$ cat src/hdl/cgrc_ram.sv
module cgrc_ram #(
  parameter int WIDTH = 8,
  parameter int DEPTH = 16,
  localparam int AW = (DEPTH > 1) ? $clog2(DEPTH) : 1
) (
  input  logic             clk,
  input  logic             we,
  input  logic [AW-1:0]    waddr,
  input  logic [WIDTH-1:0] wdata,
  input  logic [AW-1:0]    raddr,
  output logic [WIDTH-1:0] rdata
);

  logic [WIDTH-1:0] mem [DEPTH];

  // One write port and one registered read port.
  always_ff @(posedge clk) begin
    if (we) begin
      mem[waddr] <= wdata;
    end
    rdata <= mem[raddr];
  end

endmodule

$ cat config.mk
export PLATFORM = sky130hd
export DESIGN_NAME = cgrc_ram
export DESIGN_NICKNAME = d
export VERILOG_FILES = /design/src/hdl/cgrc_ram.sv
export SDC_FILE = /design/constraint.sdc
export NUM_CORES = 1
export LEC_CHECK = 0
export BUFFER_PORTS_ARGS = -buffer_cell sky130_fd_sc_hd__buf_4
export CAP_MARGIN = 0
export CORE_MARGIN = 2
export CORE_UTILIZATION = 40
export DETAILED_ROUTE_END_ITERATION = 10
export GPL_TIMING_DRIVEN = 0
export PLACE_DENSITY = 0.57
export SLEW_MARGIN = 20
export SYNTH_ARGS = -nofsm -noshare
export SYNTH_HDL_FRONTEND = slang
export SYNTH_SLANG_ARGS = --single-unit
$ cat constraint.sdc
create_clock -name clk -period 2.4 [get_ports clk]
set_clock_uncertainty 0.1 [all_clocks]
set_input_delay 0.12 -clock clk [delete_from_list [all_inputs] [get_ports clk]]
set_output_delay 0.12 -clock clk [all_outputs]
set_load 0.02 [all_outputs]
-- Word level (Yosys, flattened, before mapping)
Memories as Yosys holds them, arrays and structs flattened. A register that Yosys moved wholly into a read port is not among the register bits.
Index checks and enable logic that the tools add are counted.
- bits of input ports: 18
- register bits: 0
- bits in latches: 0
- logic and storage cells: 3
- output and inout bits: 8
- memory bits (writable): 128
- memories: 1
- ROM bits: 0
- memories (memory ; words ; width ; rd ports ; clocked after Yosys merged registers in ; wr ports ; RTL line ; RTL):
    mem ; 16 ; 8 ; 1 ; 1 ; 1 ; 14 ; logic [WIDTH-1:0] mem [DEPTH];
- bitwise logic cells: 0
- shift operators: 0
- multiplexer cells: 2
- multiply operators: 0
- divide/modulo/power cells: 0
- eq/ne operators: 0
- add/subtract/negate cells: 0
- reduce and logical (&&, ||, !) cells: 0
- magnitude comparators: 0
- operator list (kind ; number):
    $mux W1 ; 2

-- Depth between registers and ports, before layout
- depth after elaboration: 2
- depth in mapped cells: 5
- mapped depth without buffers: 3

-- Worst setup path after synthesis
No wires, ideal clock.
- path type: input-to-reg
- start point: in waddr[2]
- end point: mem mem[0][0], enable pin
- arrival time: 1.230 ns
- required time: 1.917 ns
- library setup time: 0.383 ns
- setup slack: 0.687 ns
- path buffers: 0
- stages: 2
- cell sequence: or3b_2 nor3_1
- RTL lines (what ; RTL line ; RTL):
    start, declared ; 8 ; input logic [AW-1:0] waddr,
    end, declared ; 14 ;
Straight into the memory's write port.

==> run metrics <==
Tightest Pin Transition 0.825 ns; critical path data required time 2.58 ns; CP cell instances mux4_1 -> a22oi_1 -> nand2_1; Clock transition at path regs roughly 0.06 ns; DRC viols 0; outcome complete, no violations; clock buffer depth 2; Post-DP Area ~5600 um2; CTS resizes 0; fill count 1,034; critical path's largest stage delay between 0.5 and 0.6 ns; slew margin rel. 0.448; 1st-iter DRT viols roughly 140; gr usage total 0.149; Post-Layout Cell Count between 400 and 500; Hold Crit Class primary input to flop; fmax approximately 650 MHz; Via Count 2,388; die area 13,800 um2; register area share after synthesis 0.778; Final Net Count approximately 300; Buf/Inv on CP 0; CP Capture Type flop; area of the core around 13,000 um2; fin crit period 1.54 ns; setup TNS 0 ns; initial antenna violation count 0; largest net degree at the start of global routing 17; clock root buffer clkbuf_16; via density per instance 5.14; Pre-antenna DRT Iters 4; CP max-delay cell mux4_1; Area Overhead vs Synth 21.5%; Mapped Area 5150 um2; top routing layer in use met4; # diodes 0; post-synthesis cell type count 19; first-pass GRT wire length 14,600 um; M1 WL 4090 um; crit share post-route 0.642; WS Path Type flop to flop; global route overflow 0; TritonCTS clock tree done; max-cap viol count 0; WL/cell 20.7 um; Num CTS Buffers 17; Yosys reg bits 136; post-DP HPWL ~6100 um; I/O pins 26; CP max FO 1; H-tree levels 4; Mapped Cells 229; CTS Sinks 136; RePlAce Congestion 0.740; placed cells 425; syn_area_per_cell 22.5 um2; # setup viols final 0; cell area after layout roughly 6300 um2; WL met3 496 um; Port Buffers 24; layout cells sized above 1 0.300; CP Launch Type flop; Met2 Wirelength 4780 um; Max Slew Vio Count 0; Final ANT Viol Nets 0; Clk Latency, worst-skew pair 0.40 ns; maximum VDD drop 0.461 mV; Fin. Hold Viols 0; leakage power 2.10 nW; DRT Wirelength 9610 um; Chip Height approximately 120 um; Crit path arrival time 1.72 ns; Initial Utilization 0.410; CP top delay family multiplexers; Ys Warns 0; Syn Nets 247; vias in the first global route about 2,500; RSZ-0062 raised after global routing false; Die W 117 um; row count 41; P per Cell Area around 900 nW/um2
cell type report:
cell class	instances	area [um2]	area share
Timing Repair Buffer	32	260	0.0416
Sequential cell	136	4000	0.640
Multi-Input combinational cell	83	1080	0.172
Clock buffer	18	429	0.0686
Buffer	10	86.3	0.0138
Tap cell	172	215	0.0344
Clock inverter	14	183	0.0292
power by group:
| group | switching (mW) | internal [mW] | total [mW] |
|---|---|---|---|
| logic | 0.165 | 0.131 | 0.295 |
| clock network | 0.923 | 1.73 | 2.65 |
| registers | 0.0120 | 2.66 | 2.67 |
cell usage after synthesis:
cell / number / area share
nor2b_1: 1 / 0.0012
buf_6: 3 / 0.0066
buf_2: 3 / 0.0029
nor3_1: 4 / 0.0039
edfxtp_1: 128 / 0.75
and2_1: 1 / 0.0012
nand2b_1: 2 / 0.0024
clkdlybuf4s25_2: 3 / 0.0058
and2b_1: 1 / 0.0015
nand3b_1: 2 / 0.0029
mux4_2: 18 / 0.079
mux4_1: 14 / 0.071
dfxtp_1: 8 / 0.031
nand3_1: 1 / 0.00097
or3b_2: 1 / 0.0017
nor2_1: 13 / 0.0095
a22oi_1: 16 / 0.023
nand2_1: 9 / 0.0066
buf_4: 1 / 0.0015
registers in the layout (all words and copies together) (netlist names):
| name | cells |
|---|---|
| mem | 128 |
| rdata | 8 |
routing by layer:
metal | vias to the layer above | global-route usage
met4 | 0 | 0.0730
met1 | 1240 | 0.196
li1 | 1074 | -
met3 | 15 | 0.0336
met2 | 59 | 0.237
met5 | - | 0
cell usage in the layout (no fill, tap or decap), drive strengths merged:
master,Yosys,routed
clkbuf,0,18
a22oi,16,16
bufinv,0,4
clkdlybuf4s25,3,3
nor2b,1,1
or3b,1,1
and2b,1,1
nor2,13,13
dfxtp,8,8
clkinv,0,8
nor3,4,4
mux4,32,32
nand3b,2,2
nand3,1,1
edfxtp,128,128
nand2b,2,2
and2,1,1
clkinvlp,0,2
dlygate4sd3,0,8
nand2,9,9
buf,7,31
timing repair:
item,CTS,global route
hold endpoints to repair,128,0
setup buffers,0,0
endpoints found under the setup margin,0,0
hold buffers,8,0
worst reg2reg max path, stage by stage (launching register included):
cell and delay [ns]:
edfxtp_1 0.36, mux4_1 0.54, a22oi_1 0.30, nand2_1 0.11
logic make-up (layout without fill, tap and decap cells):
logic type,after synthesis,in the layout,share of synthesized area
buf+inv,10,74,0.0168
mux,32,32,0.150
simple gates,35,35,0.0318
compound gates,16,16,0.0233
flops,136,136,0.778
metrics by stage:
stage	total power, mW	worst slack [ns]	utilization	hold slack, ns
after global routing	5.78	0.815	0.498	0.0680
after floorplan	2.87	0.687	-	0.119
final	5.61	0.860	0.498	0.0625
after global placement	3.00	0.0552	0.441	0.339
after CTS	5.66	0.833	0.498	0.0645
after detailed placement	3.01	0.481	0.443	0.351
worst paths after layout:
kind | from | endpoint | slack [ns] | cells after the start
worst min-delay path | waddr[1] | mem[4][5]$_DFFE_PP_ | 0.06 | 2
worst max-delay path | mem[5][0]$_DFFE_PP_ | rdata[0]$_DFF_P_ | 0.86 | 3
worst max register to register | mem[5][0]$_DFFE_PP_ | rdata[0]$_DFF_P_ | 0.86 | 3
worst min register to register | mem[8][1]$_DFFE_PP_ | rdata[1]$_DFF_P_ | 0.58 | 3
No activity file was read; power rests on OpenSTA's default activity.
