### config.mk
export PLATFORM = sky130hd
export DESIGN_NAME = cgrc_kunit
export DESIGN_NICKNAME = d
export VERILOG_FILES = /design/src/hdl/cgrc_pkg.sv /design/src/hdl/cgrc_kunit.sv
export SDC_FILE = /design/constraint.sdc
export NUM_CORES = 1
export LEC_CHECK = 0
export CAP_MARGIN = 25
export CORE_MARGIN = 4
export CORE_UTILIZATION = 48
export CTS_CLUSTER_DIAMETER = 60
export DETAILED_ROUTE_END_ITERATION = 10
export DONT_BUFFER_PORTS = 1
export PLACE_DENSITY_LB_ADDON = 0.3
export SLEW_MARGIN = 20
export SYNTH_ARGS = -nofsm -noshare
export SYNTH_HDL_FRONTEND = slang
export SYNTH_SLANG_ARGS = --single-unit
### constraint.sdc
create_clock -name clk -period 2.9 [get_ports clk]
set_input_delay 0 -clock clk [delete_from_list [all_inputs] [get_ports clk]]
set_output_delay 0 -clock clk [all_outputs]
set_load 0.02 [all_outputs]
### src/hdl/cgrc_pkg.sv
package cgrc_pkg;

  // Configuration port geometry and register indexes.
  localparam int CFG_INDEX_W = 2;
  localparam int CFG_DATA_W  = 8;

  localparam logic [CFG_INDEX_W-1:0] CFG_CODE_LIMIT        = 2'd0;
  localparam logic [CFG_INDEX_W-1:0] CFG_HALVING_THRESHOLD = 2'd1;
  localparam logic [CFG_INDEX_W-1:0] CFG_ESCAPE_BITS       = 2'd2;
  localparam logic [CFG_INDEX_W-1:0] CFG_INITIAL_ERROR_SUM = 2'd3;

  // Register reset values.
  localparam logic [6:0] CODE_LIMIT_RESET        = 7'd32;
  localparam logic [7:0] HALVING_THRESHOLD_RESET = 8'd64;
  localparam logic [4:0] ESCAPE_BITS_RESET       = 5'd8;

  // Context statistics after reset.
  localparam logic [15:0] INIT_ERROR_SUM  = 16'd4;
  localparam logic [7:0]  INIT_OCCURRENCE = 8'd1;

  // Bias correction limits.
  localparam logic signed [7:0] CORR_MIN = -8'sd128;
  localparam logic signed [7:0] CORR_MAX = 8'sd127;

  // Largest Golomb parameter and largest escape width.
  localparam logic [4:0] K_MAX          = 5'd16;
  localparam logic [4:0] ESC_BITS_MAX   = 5'd16;

  // One context word as held in the statistics memory.
  typedef struct packed {
    logic [15:0] a;
    logic [9:0]  b;
    logic [7:0]  n;
    logic [7:0]  c;
  } ctx_word_t;

  localparam int CTX_WORD_W = $bits(ctx_word_t);

  // Request to and response from the iterative k search unit.
  typedef struct packed {
    logic        start;
    logic [7:0]  n;
    logic [16:0] a;
  } kunit_req_t;

  typedef struct packed {
    logic       done;
    logic [4:0] k;
  } kunit_rsp_t;

endpackage

### src/hdl/cgrc_kunit.sv
module cgrc_kunit (
  input  logic                clk,
  input  logic                rst,
  input  cgrc_pkg::kunit_req_t req,
  output cgrc_pkg::kunit_rsp_t rsp
);
  import cgrc_pkg::*;

  logic        busy;
  logic [23:0] nk;
  logic [16:0] a_lim;
  logic [4:0]  k;
  logic        step;

  // One shift and compare per cycle: keep doubling N while it is below A and k is below K_MAX.
  assign step = ({7'd0, a_lim} > nk) && (k < K_MAX);

  always_ff @(posedge clk) begin
    if (rst) begin
      busy <= 1'b0;
    end else if (req.start) begin
      busy <= 1'b1;
    end else if (busy && !step) begin
      busy <= 1'b0;
    end
  end

  always_ff @(posedge clk) begin
    if (req.start) begin
      nk    <= {16'd0, req.n};
      a_lim <= req.a;
      k     <= '0;
    end else if (busy && step) begin
      nk <= {nk[22:0], 1'b0};
      k  <= k + 5'd1;
    end
  end

  assign rsp.done = busy && !step;
  assign rsp.k    = k;

endmodule

# --- Yosys cells after proc, flatten, opt, wreduce, memory -nomap -nowiden ---
# Index checks and enable logic that the tools add are counted.
totals:
  ff_bits: 47
  latchBits: 0
  ram_bits: 0
  mem_bits_ro: 0
  out_inout_bits: 6
  wordCells: 18
  mem_count: 0
op_classes:
  add_sub_neg: 1
  mul: 0
  n_div: 0
  magnitude_cmp: 2
  eq_ne: 0
  shifts: 0
  n_mux: 4
  bitwise: 0
  n_reduce_logical: 6
op_table:
  columns: ["operator", "n"]
  rows:
  - ["> comparator 17 x 24 -> 1 bit", 1]
  - ["two-way mux 8 bit", 2]
  - ["adder 5 x 1 -> 5 bit, second input constant", 1]
  - ["less-than comparator 5 bit, second input constant", 1]
  - ["nonzero test 2 bit", 2]
  - ["logical AND 1 bit", 3]
  - ["two-way mux 1 bit", 2]
  - ["zero test 1 bit", 1]

# --- Logic depth before layout (Yosys ltp) ---
logic_depth:
  ltp_word: 6
  depth_mapped: 9
  depth_no_buf: 8

# --- Worst setup path before layout ---
# Ideal clock, no wire load.
synth_timing:
  path_kind: "flip-flop to flip-flop"
  from: "register nk[18]"
  to: "register nk[0] (enable)"
  setup_ns: 0.330
  arrival_ns: 2.193
  setup_slack_ns: 0.378
  stages_incl_launch_ff: 8
  period_less_slack_ns: 2.522
  cell_sequence: "dfxtp_1 > or4_4 > nor4_4 > a22oi_1 > a311o_1 > a21boi_2 > buf_6 > or2_1"
synth_via:
  elab_chain_cells: 4
synth_lines:
  columns: ["element", "line_no", "rtl"]
  rows:
  - ["start, declared", "cgrc_kunit.sv:10", "logic [23:0] nk;"]
  - ["start signal, assigned", "cgrc_kunit.sv:30", "nk <= {16'd0, req.n};"]
  - ["start signal, assigned", "cgrc_kunit.sv:34", "nk <= {nk[22:0], 1'b0};"]
  - ["> comparator 17 x 24 -> 1 bit", "cgrc_kunit.sv:16", "assign step = ({7'd0, a_lim} > nk) && (k < K_MAX);"]
  - ["logical AND 1 bit", "cgrc_kunit.sv:16", null]
  - ["logical AND 1 bit", "cgrc_kunit.sv:33", "end else if (busy && step) begin"]
  - ["nonzero test 2 bit (no source line)", null, null]
# Every way passes these cells.
# A chain may end at the register's enable or synchronous reset.

# --- Worst setup path in the final report ---
layout_timing:
  from: "register nk[18]"
  to: "register nk[13]"
layout_via:
  elab_chain_cells: 3
layout_lines:
  columns: ["element", "line_no"]
  rows:
  - ["> comparator 17 x 24 -> 1 bit", "cgrc_kunit.sv:16"]
  - ["logical AND 1 bit", "cgrc_kunit.sv:16"]
  - ["logical AND 1 bit", "cgrc_kunit.sv:33"]
# Every way passes these cells.

==> flow_summary.yaml <==
outcome:
  status: "complete, no violations"
clock_tree:
  cts_buffers: 5
  clk_latency_ns: 0.31
  cts.sinks: 47
  clock_tree.root_cell: "clkbuf_8"
  cts_max_level: 2
  clock_path_buffers: 2
  ctsResizeCount: 0
  cts_tree: "done"
  clkTransAtPathRegs_ns: 0.09
global_route:
  grt_max_degree: 47
  grt.total_usage_pct: 15.0
  grt_pass1_wl_microns: 6220
  grt_pass1_vias: 1474
  antenna_found_initial: 0
  grt_overflow: 0
hold_path:
  hold_path_startpoint: "req[25]"
  min_path_type: "in2reg"
logic_synthesis:
  syn_area_sq_um: 2120
  synth_mux_area_share_pct: 6.86
  synth.avg_cell_area_sq_um: 11.6
  synthTopCellsByArea: "edfxtp_1 35%, dfxtp_1 21%, ha_1 11%"
  postSynthCellCount: 182
  synth_nets: 228
  synth_top_area_share_pct: 35.5
  async_reset_ff_share_pct: 0
  ys_seq_elements: 47
  synthAdderAreaFrac_pct: 10.6
  synth_xor_area_share_pct: 0
  synth-compound-area-share_pct: 7.87
  yosys.area.top_type: "edfxtp_1"
  synth_top_family_by_area: "simple AND/OR/NAND/NOR gates"
  synth_simple_gate_area_share_pct: 13.5
  synth-edff-count: 25
  synth_ff_type: "edfxtp_1"
  ys_seq_area_share_pct: 56.3
  yosysWarnings: 0
  synth_cell_types: 36
setup_path:
  worstPathMaxFanout: 12
  critPathTopFamily: "simple AND/OR/NAND/NOR gates"
  critPathMaxStageDelay_ns: 0.55
  cp_slowest_cell: "or4_4"
  critPathCaptureType: "flip-flop"
  crit_path_frequent_cell: "buf_4"
  critPathLaunchType: "flip-flop"
  critPathBufInv: 2
  worstPathCellList: "or4_4 -> nor4_4 -> nor4bb_1 -> o31ai_1 -> a21boi_2 -> buf_4 -> buf_4 -> mux2i_1"
  r2r_start: "nk[18]"
  cp-startpoint: "nk[18]"
  worstPathRequired_ns: 3.13
  arrival_ns: 2.83
  worstSetupPathType: "reg2reg"
layout:
  antennaDiodeCount: 0
  final_cell_area_sq_um: 2530
  nFillCells: 352
  stdcell_count: 263
  final_layout_size_suffix_gt1_share_pct: 7.04
  area_growth_syn_to_layout_pct: 19.5
  nets: 258
power:
  p_per_area_nw_per_um2: 520
  p_leak_nw: 0.983
  fin_total_pwr_mw: 1.31
  vdd_drop_max_mv: 0.309
drt:
  met1_length_microns: 1680
  route.met2.wl_microns: 1880
  drc: 0
  via_per_inst: 5.28
  wl_met3_microns: 203
  drt-initial-drc-count: 100
  antenna_left: 0
  drt_wl_total_microns: 3870
  dr_total_vias: 1389
  top_layer: "met4"
  routedWlPerCell_microns: 14.7
  drtPass1Iterations: 4
die:
  rows: 23
  fp.dieH_microns: 74.4
  die_w_microns: 74.4
  core_area_sq_um: 4140
  io_pins: 34
  die-area_sq_um: 5530
  initial_utilization_pct: 51.1
sta:
  fin_crit_sh_pct: 89.6
  relSlewSlack_pct: 59.6
  finalHoldViolCount: 0
  slew_viol_final: 0
  final.setup.tns_ns: 0
  setup_violations: 0
  skew_ns: 0.0114
  rsz0062_at_grt: "false"
  tightest_slew_ns: 0.600
  period_minus_slack_ns: 2.60
  fmax_mhz: 385
place:
  dpl-instance-area_sq_um: 2160
  gp_congestion: 0.796
  dp.cells: 228
  numPortBuffers: 0
  hpwl_microns: 2720
flow_run:
  cap_violations: 0
## stage by stage
| step | setup WS [ns] | utilization, % | hold slack, ns |
|---|---|---|---|
| after detailed placement | 0.327 | 52.1 | 0.0860 |
| final | 0.302 | 61.0 | 0.00950 |
| after floorplan | 0.378 | - | 0.0989 |
| after CTS | 0.292 | 61.0 | 0.0131 |
| after global routing | 0.0554 | 61.0 | 0.0155 |
| after global placement | 0.466 | 52.1 | 0.0843 |
## path summary, 6_finish.rpt
path | cells after the start | endpoint | slack [ns]
worst max-delay path | 8 | nk[13] | 0.30
worst min-delay path | 2 | nk[22] | 0.009
worst max register to register | 8 | nk[13] | 0.30
worst min register to register | 1 | nk[23] | 0.47
## synth_stat cells, types with 2 or more instances
library cell   n
ha_1          18
a21oi_1        8
nand3_1        2
inv_1         18
nor2_1         7
dfxtp_1       22
nand2_1       22
nand4_1        3
nor2b_1        5
clkbuf_1       4
nor3b_1        6
o21ai_0        8
mux2i_1       10
mux2_1         3
edfxtp_1      25
## sequential cells by signal (all words and copies together), names as in the netlist
| name | count |
|---|---|
| a_lim | 17 |
| nk | 24 |
| k | 5 |
| busy | 1 |
## cell type report
cell class              instances  area [sq um]  share of cell area (%)
well taps                      50          62.6                    2.48
repair buffers                 29           295                    11.7
clock buffers                   6          72.6                    2.87
inverters                      18          67.6                    2.67
clock inverters                 2          15.0                   0.594
flip-flops and latches         47          1190                    47.1
multi-input cells             111           823                    32.6
## where the power goes
part	internal (mW)	total, mW	leakage (nW)	switching, mW
Combinational	0.0764	0.156	0.511	0.0797
Clock	0.174	0.400	0.0461	0.226
Sequential	0.740	0.757	0.425	0.0172
## cell families (layout without fill, tap and decap cells)
group,after synthesis,after routing
compound gates,26,26
buf+inv,24,55
fa+ha+maj,18,18
mux,14,14
flops,47,47
simple gates,53,53
## cells in the final DEF (no fill, tap or decap), types with 2 or more instances in the layout
master	netlist	routed
a21oi_1	8	8
inv_1	18	18
nand3_1	2	2
edfxtp_1	25	25
mux2_1	3	3
dfxtp_1	22	22
nor3b_1	6	6
nor2_1	7	7
buf_4	1	2
mux2i_1	10	10
nand4_1	3	3
nor2b_1	5	5
o21ai_0	8	8
clkbuf_8	0	5
nand2_1	22	22
ha_1	18	18
dlygate4sd3_1	0	26
## metal layers
metal	GRT usage, %	vias up
met3	4.86	12
met2	24.8	32
met4	7.51	0
li1	-	702
met1	17.5	643
met5	0	-
## what timing repair did
| action | in CTS | in global routing |
|---|---|---|
| hold endpoints to repair | 54 | 0 |
| buffers inserted | 0 | 0 |
| hold buffers | 27 | 0 |
(Power assumes the default switching activity.)
