### config.mk
export PLATFORM = sky130hd
export DESIGN_NAME = cgrc_emit
export DESIGN_NICKNAME = d
export VERILOG_FILES = /design/src/hdl/cgrc_pkg.sv /design/src/hdl/cgrc_emit.sv
export SDC_FILE = /design/constraint.sdc
export NUM_CORES = 1
export LEC_CHECK = 0
export ABC_CLOCK_PERIOD_IN_PS = 5600
export BUFFER_PORTS_ARGS = -buffer_cell sky130_fd_sc_hd__buf_2
export CAP_MARGIN = 20
export CORE_MARGIN = 2
export CORE_UTILIZATION = 56
export DETAILED_ROUTE_END_ITERATION = 7
export PLACE_DENSITY = 0.86
export SLEW_MARGIN = 20
export SYNTH_ARGS = -nofsm -noshare
export SYNTH_HDL_FRONTEND = slang
export SYNTH_SLANG_ARGS = --single-unit
### constraint.sdc
create_clock -name vclk -period 5.6
set_input_delay 1.12 -clock vclk [all_inputs]
set_output_delay 1.12 -clock vclk [all_outputs]
set_load 0.02 [all_outputs]
### src/hdl/cgrc_pkg.sv
package cgrc_pkg;

  // Configuration port geometry and register indexes.
  localparam int CFG_INDEX_W = 2;
  localparam int CFG_DATA_W  = 8;

  localparam logic [CFG_INDEX_W-1:0] CFG_CODE_LIMIT        = 2'd0;
  localparam logic [CFG_INDEX_W-1:0] CFG_HALVING_THRESHOLD = 2'd1;
  localparam logic [CFG_INDEX_W-1:0] CFG_ESCAPE_BITS       = 2'd2;
  localparam logic [CFG_INDEX_W-1:0] CFG_INITIAL_ERROR_SUM = 2'd3;

  // Register reset values.
  localparam logic [6:0] CODE_LIMIT_RESET        = 7'd32;
  localparam logic [7:0] HALVING_THRESHOLD_RESET = 8'd64;
  localparam logic [4:0] ESCAPE_BITS_RESET       = 5'd8;

  // Context statistics after reset.
  localparam logic [15:0] INIT_ERROR_SUM  = 16'd4;
  localparam logic [7:0]  INIT_OCCURRENCE = 8'd1;

  // Bias correction limits.
  localparam logic signed [7:0] CORR_MIN = -8'sd128;
  localparam logic signed [7:0] CORR_MAX = 8'sd127;

  // Largest Golomb parameter and largest escape width.
  localparam logic [4:0] K_MAX          = 5'd16;
  localparam logic [4:0] ESC_BITS_MAX   = 5'd16;

  // One context word as held in the statistics memory.
  typedef struct packed {
    logic [15:0] a;
    logic [9:0]  b;
    logic [7:0]  n;
    logic [7:0]  c;
  } ctx_word_t;

  localparam int CTX_WORD_W = $bits(ctx_word_t);

  // Request to and response from the iterative k search unit.
  typedef struct packed {
    logic        start;
    logic [7:0]  n;
    logic [16:0] a;
  } kunit_req_t;

  typedef struct packed {
    logic       done;
    logic [4:0] k;
  } kunit_rsp_t;

endpackage

### src/hdl/cgrc_emit.sv
module cgrc_emit (
  input  logic              [8:0]  m,
  input  logic              [4:0]  k,
  input  logic signed       [7:0]  limit,
  input  logic              [4:0]  escape_bits,
  output logic              [6:0]  zero_count,
  output logic              [15:0] suffix_bits,
  output logic              [4:0]  suffix_length
);
  import cgrc_pkg::*;

  logic [8:0]  unary;
  logic        limit_pos;
  logic        golomb;
  logic [4:0]  q;
  logic [16:0] k_mask;
  logic [16:0] q_mask;
  logic [16:0] m_ext;
  logic [16:0] m_dec;
  logic [16:0] code;

  // Limited-length Golomb code, falling back to an escape codeword.
  always_comb begin
    unary     = m >> k;
    limit_pos = (limit > 8'sd0);
    golomb    = limit_pos && (unary < {2'b00, limit[6:0]});

    if (escape_bits == 5'd0) begin
      q = 5'd1;
    end else if (escape_bits > ESC_BITS_MAX) begin
      q = ESC_BITS_MAX;
    end else begin
      q = escape_bits;
    end

    k_mask = (17'd1 << k) - 17'd1;
    q_mask = (17'd1 << q) - 17'd1;
    m_ext  = {8'd0, m};
    m_dec  = m_ext - 17'd1;

    if (golomb) begin
      code          = (17'd1 << k) | (m_ext & k_mask);
      zero_count    = unary[6:0];
      suffix_length = k + 5'd1;
    end else begin
      code          = (17'd1 << q) | (m_dec & q_mask);
      zero_count    = limit_pos ? limit[6:0] : 7'd0;
      suffix_length = q + 5'd1;
    end

    // A seventeen-bit suffix loses its leading one here.
    suffix_bits = code[15:0];
  end

endmodule

* After elaboration in Yosys (flattened, before gate mapping) *
Index checks and enable logic that the tools add are counted.

cells by class
  add/subtract/negate cells = 5
  $lt $le $gt $ge = 3
  shifts and indexed selects = 3
  multiplexer cells = 6
  bitwise operators = 4
  reductions and logical operators = 2

operators by type and width
  kind                                                           count
  bitwise OR 16 bit                                              2
  << shifter 1 x 5 -> 16 bit, first input constant               2
  subtractor 16 x 1 -> 16 bit, second input constant             2
  AND 16 bit                                                     1
  AND 9 x 16 -> 16 bit                                           1
  two-way mux 16 bit                                             1
  two-way mux 5 bit                                              3
  two-way mux 7 bit                                              2
  adder 5 x 1 -> 5 bit, second input constant                    2
  subtractor 9 x 1 -> 10 bit, second input constant              1
  < comparator 9 x 7 -> 1 bit                                    1
  right shift 9 x 5 -> 9 bit                                     1
  greater-than comparator 8 x 1 -> 1 bit, second input constant  1
  greater-than comparator 5 bit, second input constant           1
  logical NOT 5 bit                                              1
  logical AND 1 bit                                              1

word-level totals
  flip-flop bits (word level) = 0
  input bits = 27
  output and inout port bits = 28
  logic and storage cells = 23

* Depth between registers and ports, before layout *
Gate-level depths: netlist of run 1.

  depth after elaboration = 8
  mapped depth = 17
  depth with buffers taken out = 15

* Worst setup path before layout of run 1 *
OpenSTA, ideal clock, no wires.

  kind = input to output
  start point = input port k[0]
  end point = output port suffix_length[4]
  arrival = 4.495 ns
  required time = 4.480 ns
  path slack = -0.015 ns
  cell stages on the path = 15
  buffers on the path = 2
  cell sequence = buf_6 mux2_2 mux4_2 and2_1 ha_1 a21oi_1 o21a_1 o221ai_1 nor2_4 buf_6 o31ai_1 ha_1 nand3_1 xor2_1 mux2i_1

between the ends
  cells in the longest elaborated chain, start to end = 4

ends and longest elaborated chain
  what                         line             source
  from (decl)                  cgrc_emit.sv:3   input logic [4:0] k,
  right shift 9 x 5 -> 9 bit   cgrc_emit.sv:24  unary = m >> k;
  < comparator 9 x 7 -> 1 bit  cgrc_emit.sv:26  golomb = limit_pos && (unary < {2'b00, limit[6:0]});
  logical AND 1 bit            cgrc_emit.sv:26
  two-way mux 5 bit (*)        cgrc_emit.sv:41  if (golomb) begin
  to (decl)                    cgrc_emit.sv:8   output logic [4:0] suffix_length

Mark *: on every way between the ends. The rest lies on a longest branch, timed or not.

* Final worst setup path of run 1 *
  start point = input port k[0]
  end point = output port suffix_length[2]

Same word-level chain as after synthesis.

==> impl_metrics.yaml, run 1 <==
outcome:
  status: "complete, no violations"
place:
  dpl.hpwl_um: 4230
  dp_slack_ps: 59.2
  portBuffers: 55
  gp_congestion: 0.952
floorplanning:
  fp-row-count: 20
  start_util: 0.596
  die_x_um: 61.5
  dieArea_sq_um: 3780
  coreArea_sq_um: 3100
  io_pins: 55
  die_y_um: 61.5
global_route:
  grt_pass1_wl_um: 8680
  grt_pass1_vias: 1976
  grt_start_max_net_pins: 24
  grt_use_total: 0.295
  overflow: 0
  antenna_found_initial: 0
sta:
  maxSlewHeadroom: 0.597
  hold_violations: 0
  worst_slew_pin_slew_ps: 589
  final.min_clock_period_ps: 5460
  setup_violations: 0
  fmax_ghz: 0.183
  fin_crit_sh: 0.976
  fin_ws_ps: 135
  slew_viol_final: 0
route:
  via_per_inst: 6.29
  routedWlPerCell_um: 15.2
  wirelength_um: 5470
  first_pass_iters: 5
  vias: 2263
  first_iter_violations: 182
  drt.antenna.violating_nets: 0
  drc: 0
run:
  maxCapViolCount: 0
synth:
  synthTopCellsByArea: "ha_1 (6.8%), nor2_1 (5.5%), a21oi_1 (5.4%)"
  synth_area_leader_cell: "ha_1"
  yosys_warnings: 0
  syn_inst: 274
  netlist.area_leader.share: 0.0676
  yosysMostFrequentCell: "nor2_1"
  yosysSeqAreaShare: 0
  avgSynthCellArea_sq_um: 6.75
  synth_nets: 311
  syn-cell-area_sq_um: 1850
  synth.distinct_cells: 58
  netlist_top_cells_count: "nor2_1 (27), nand2_1 (21), a21oi_1 (20)"
power:
  powerDensity_nw_per_um2: 89.3
  vdd_ir_drop_max_uv: 47.9
  leakagePower_nw: 0.962
layout:
  antenna_cells: 0
  fill_cells: 305
  area.sequential_sq_um: 0
  nClkBuffers: 0
  seq_cells: 0
  post-route-util: 0.690
  area_growth_pct: 15.6
  nNetsFinal: 355
  layout-drive-gt1-share: 0.307
worst_setup_path:
  critPathKind: "in -> out"
  end_kind: "primary output"
  required_ps: 4480
  cp-start-kind: "input port"
  critPathMaxFanout: 10
  crit_arrival_ps: 4340
hold_path:
  hp-class: "in -> out"
  holdPathStages: 3
  min_to: "suffix_bits[0]"
  hold_path_startpoint: "m[0]"
layout make-up:
class | instances | area, sq um | area share
tap | 44 | 55.1 | 0.0257
multi-input combinational | 236 | 1660 | 0.778
inverter | 12 | 45.0 | 0.0211
timing repair buffer | 68 | 375 | 0.175
worst max path at each step:
stage          start  cells after the start                to
2_1_floorplan   k[1]                     14  suffix_length[4]
3_3_place_gp    k[0]                     15  suffix_length[2]
3_5_place_dp    k[0]                     15  suffix_length[2]
4_1_cts         k[0]                     15  suffix_length[2]
5_1_grt         k[0]                     15  suffix_length[2]
6_report        k[0]                     15  suffix_length[2]
through the flow:
stage	cell area (sq um)	setup TNS [ps]	total power [mW]	hold slack, ps	std cells
floorplan	1860	0	0.135	2380	274
global placement	2130	0	0.185	2570	360
detailed placement	2130	0	0.188	2580	360
CTS	2130	0	0.188	2580	360
global route	2140	-2.13	0.208	2600	360
finish	2140	0	0.191	2570	360
per-layer routing:
| metal | routed length (um) | global-route usage |
|---|---|---|
| met1 | 2300 | 0.410 |
| met3 | 474 | 0 |
| met4 | 27 | 0.0395 |
| met5 | 0 | 0 |
| met2 | 2670 | 0.525 |
kinds of logic (layout without fill, tap and decap cells):
kind of cell / Yosys count / after routing / share of synthesized area
buffers and inverters: 38 / 80 / 0.105
multiplexers: 27 / 27 / 0.192
adder cells (fa/ha/maj): 10 / 10 / 0.0676
XOR/XNOR: 8 / 8 / 0.0379
other: 1 / 1 / 0.00203
AND/OR/NAND/NOR: 113 / 113 / 0.324
AO/OA/AOI/OAI: 77 / 77 / 0.271
critical path: stages:
cell      delay, ps
clkbuf_4        180
mux2_2          380
mux4_2          440
and2_1          180
ha_1            300
a21oi_1          70
o21a_1          190
o221a_2         290
nand2_4          80
mux2_2          330
ha_2            220
nor2b_1         130
o211ai_1        150
o211ai_1        100
buf_2           170
power by group:
part / internal [mW] / total [mW] / switching [mW]
Sequential: 0 / 0 / 0
Clock: 0 / 0 / 0
Combinational: 0.0748 / 0.191 / 0.116
Total: 0.0748 / 0.191 / 0.116
placed cells by master (no fill, tap or decap), drive strengths merged, types with 7 or more instances in the layout:
master  instances
mux2i          10
nand2          22
mux2           12
buf            67
ha             10
o21ai          21
a21oi          20
inv            12
a31oi           7
nor2           28
nor3           14
nand3          10
o31ai           8
timing repair:
action | in CTS | in global routing
endpoints found under the setup margin | 0 | 2
hold buffers | 0 | 0
setup buffers | 0 | 0
endpoints found under the hold margin | 0 | 0
gates resized for setup | 0 | 2
No activity file was read; power rests on OpenSTA's default activity.
==> inputs of run 2 (changes only) <==
--- a/config.mk
+++ b/config.mk
@@ -5,13 +5,17 @@
 export SDC_FILE = /design/constraint.sdc
 export NUM_CORES = 1
 export LEC_CHECK = 0
+export ABC_AREA = 0
 export ABC_CLOCK_PERIOD_IN_PS = 5600
 export BUFFER_PORTS_ARGS = -buffer_cell sky130_fd_sc_hd__buf_2
 export CAP_MARGIN = 20
+export CELL_PAD_IN_SITES_DETAIL_PLACEMENT = 1
+export CELL_PAD_IN_SITES_GLOBAL_PLACEMENT = 1
 export CORE_MARGIN = 2
-export CORE_UTILIZATION = 56
+export CORE_UTILIZATION = 38
 export DETAILED_ROUTE_END_ITERATION = 7
-export PLACE_DENSITY = 0.86
+export MAX_ROUTING_LAYER = met4
+export PLACE_DENSITY_LB_ADDON = 0.1
 export SLEW_MARGIN = 20
 export SYNTH_ARGS = -nofsm -noshare
 export SYNTH_HDL_FRONTEND = slang
==> run 2 against run 1 <==
  * Wire length grew 22%
  * Global-route usage shrank 3.9 points
  * Design area increased by 3.8%
  * Cell count rose by 7.5%
  * Power grew 5.1%
  * Worst hold slack gained 10 ps
  * Sequential share of layout area stayed put
  * Via count is 2.4% lower
  * Maximum frequency hardly changed
  * First-iteration DRC count decreased by 27%
  * Non-clock buffer count rose by 4
  * Count of clock-buffer cells in the layout stayed put
  * Critical path type unchanged
==> impl_metrics.yaml, run 2 (synthesis results as in run 1) <==
place:
  dpl.hpwl_um: 5310
  portBuffers: 55
  gp_congestion: 0.908
  dp_slack_ps: -32.4
  dp.cells: 385
hold_path:
  hp-class: "in -> out"
layout:
  final_common_cell: "buf_2"
  area.sequential_sq_um: 0
  nNetsFinal: 359
  area_growth_pct: 20.0
  seq_cells: 0
  final_cell_mix: "buf_2 (53), nor2_1 (27), nand2_1 (21)"
  antenna_cells: 0
  multi_input_area_sq_um: 1680
  fill_cells: 635
  layout-drive-gt1-share: 0.319
  nClkBuffers: 0
  layout.cells.non_filler: 387
worst_setup_path:
  required_ps: 4480
  critPathKind: "in -> out"
  cp-start-kind: "input port"
  crit_arrival_ps: 4350
  end_kind: "primary output"
  critPathMaxFanout: 13
floorplanning:
  coreArea_sq_um: 4720
  die_y_um: 73.8
  fp-row-count: 25
  die_x_um: 73.8
  start_util: 0.392
  io_pins: 55
  dieArea_sq_um: 5440
global_route:
  grt_start_max_net_pins: 24
  grt_pass1_vias: 2116
  grt_use_total: 0.255
  antenna_found_initial: 0
  grt_pass1_wl_um: 10800
  overflow: 0
power:
  leakagePower_nw: 0.988
  power_mw: 0.201
  p_sw_frac: 0.608
  internal_power_mw: 0.0788
  p_switching_mw: 0.122
  p_seq_frac: 0
  powerDensity_nw_per_um2: 90.5
  vdd_ir_drop_max_uv: 47.7
  p_comb_frac: 1.000
  power_frac_clock: 0
route:
  wirelength_um: 6670
  first_iter_violations: 132
  vias: 2209
  routedWlPerCell_um: 17.2
  via_per_inst: 5.71
  drt.antenna.violating_nets: 0
  first_pass_iters: 4
  drc: 0
sta:
  rsz0062_at_grt: "false"
  fin_crit_sh: 0.976
  final.min_clock_period_ps: 5470
  slew_viol_final: 0
  fin_ws_ps: 134
  hold_violations: 0
  hold_ws_ps: 2580
  fmax_ghz: 0.183
  setup_violations: 0
clock_tree:
  hold_buffers: 0
outcome:
  status: "complete, no violations"
run:
  maxCapViolCount: 0
-- run 2: cell count changes in the layout (fill, tap and decap cells not counted) --
cell      delta
a21oi_1      -1
a21oi_2      +1
buf_2        -1
buf_4        +4
buf_6        +2
clkbuf_4     -1
o221a_2      -1
o221a_4      +1
-- run 2: path summary, 6_finish.rpt --
path,startpoint,end,slack (ps),cells past startpoint
setup / recovery,k[0],suffix_length[2],130,16
hold / removal,m[0],suffix_bits[0],2580,3
-- run 2: layout make-up --
| class | instances | area share |
|---|---|---|
| repair buffers | 72 | 0.187 |
| well taps | 67 | 0.0377 |
| multi-input cells | 236 | 0.755 |
| inverters | 12 | 0.0203 |
-- run 2: timing repair --
action,4_1_cts,5_1_grt
gates resized for setup,2,5
buffers inserted,0,2
pin swaps,0,1
setup endpoints to repair,2,2
-- run 2: power groups by stage --
stage	registers [mW]	logic, mW	clock network [mW]
6_report	0	0.201	0
5_1_grt	0	0.219	0
4_1_cts	0	0.197	0
3_5_place_dp	0	0.195	0
3_3_place_gp	0	0.193	0
2_1_floorplan	0	0.135	0
-- run 2: through the flow --
stage,setup TNS [ps],util,area [sq um]
2_1_floorplan,0,-,1860
3_3_place_gp,0,0.461,2180
3_5_place_dp,-48.4,0.461,2180
4_1_cts,0,0.462,2180
5_1_grt,0,0.470,2220
6_report,0,0.470,2220
-- run 2: layer usage --
layer | wire, um | track usage | vias up | part of all wire
met4 | 25 | 0.0141 | 0 | 0.0037
met3 | 271 | 0.00823 | 2 | 0.041
met2 | 3130 | 0.414 | 58 | 0.47
li1 | - | - | 1102 | -
met5 | 0 | - | - | 0
met1 | 3250 | 0.370 | 1047 | 0.49
-- run 2: critical path: stages --
cell	delay (ps)
buf_6	140
mux2_2	370
mux4_2	450
and2_1	190
ha_1	310
a21oi_1	80
o21a_1	200
o221a_4	240
nand2_4	60
mux2_2	340
ha_2	210
buf_4	140
nor2_1	90
o21ai_0	100
o211ai_1	100
buf_2	180
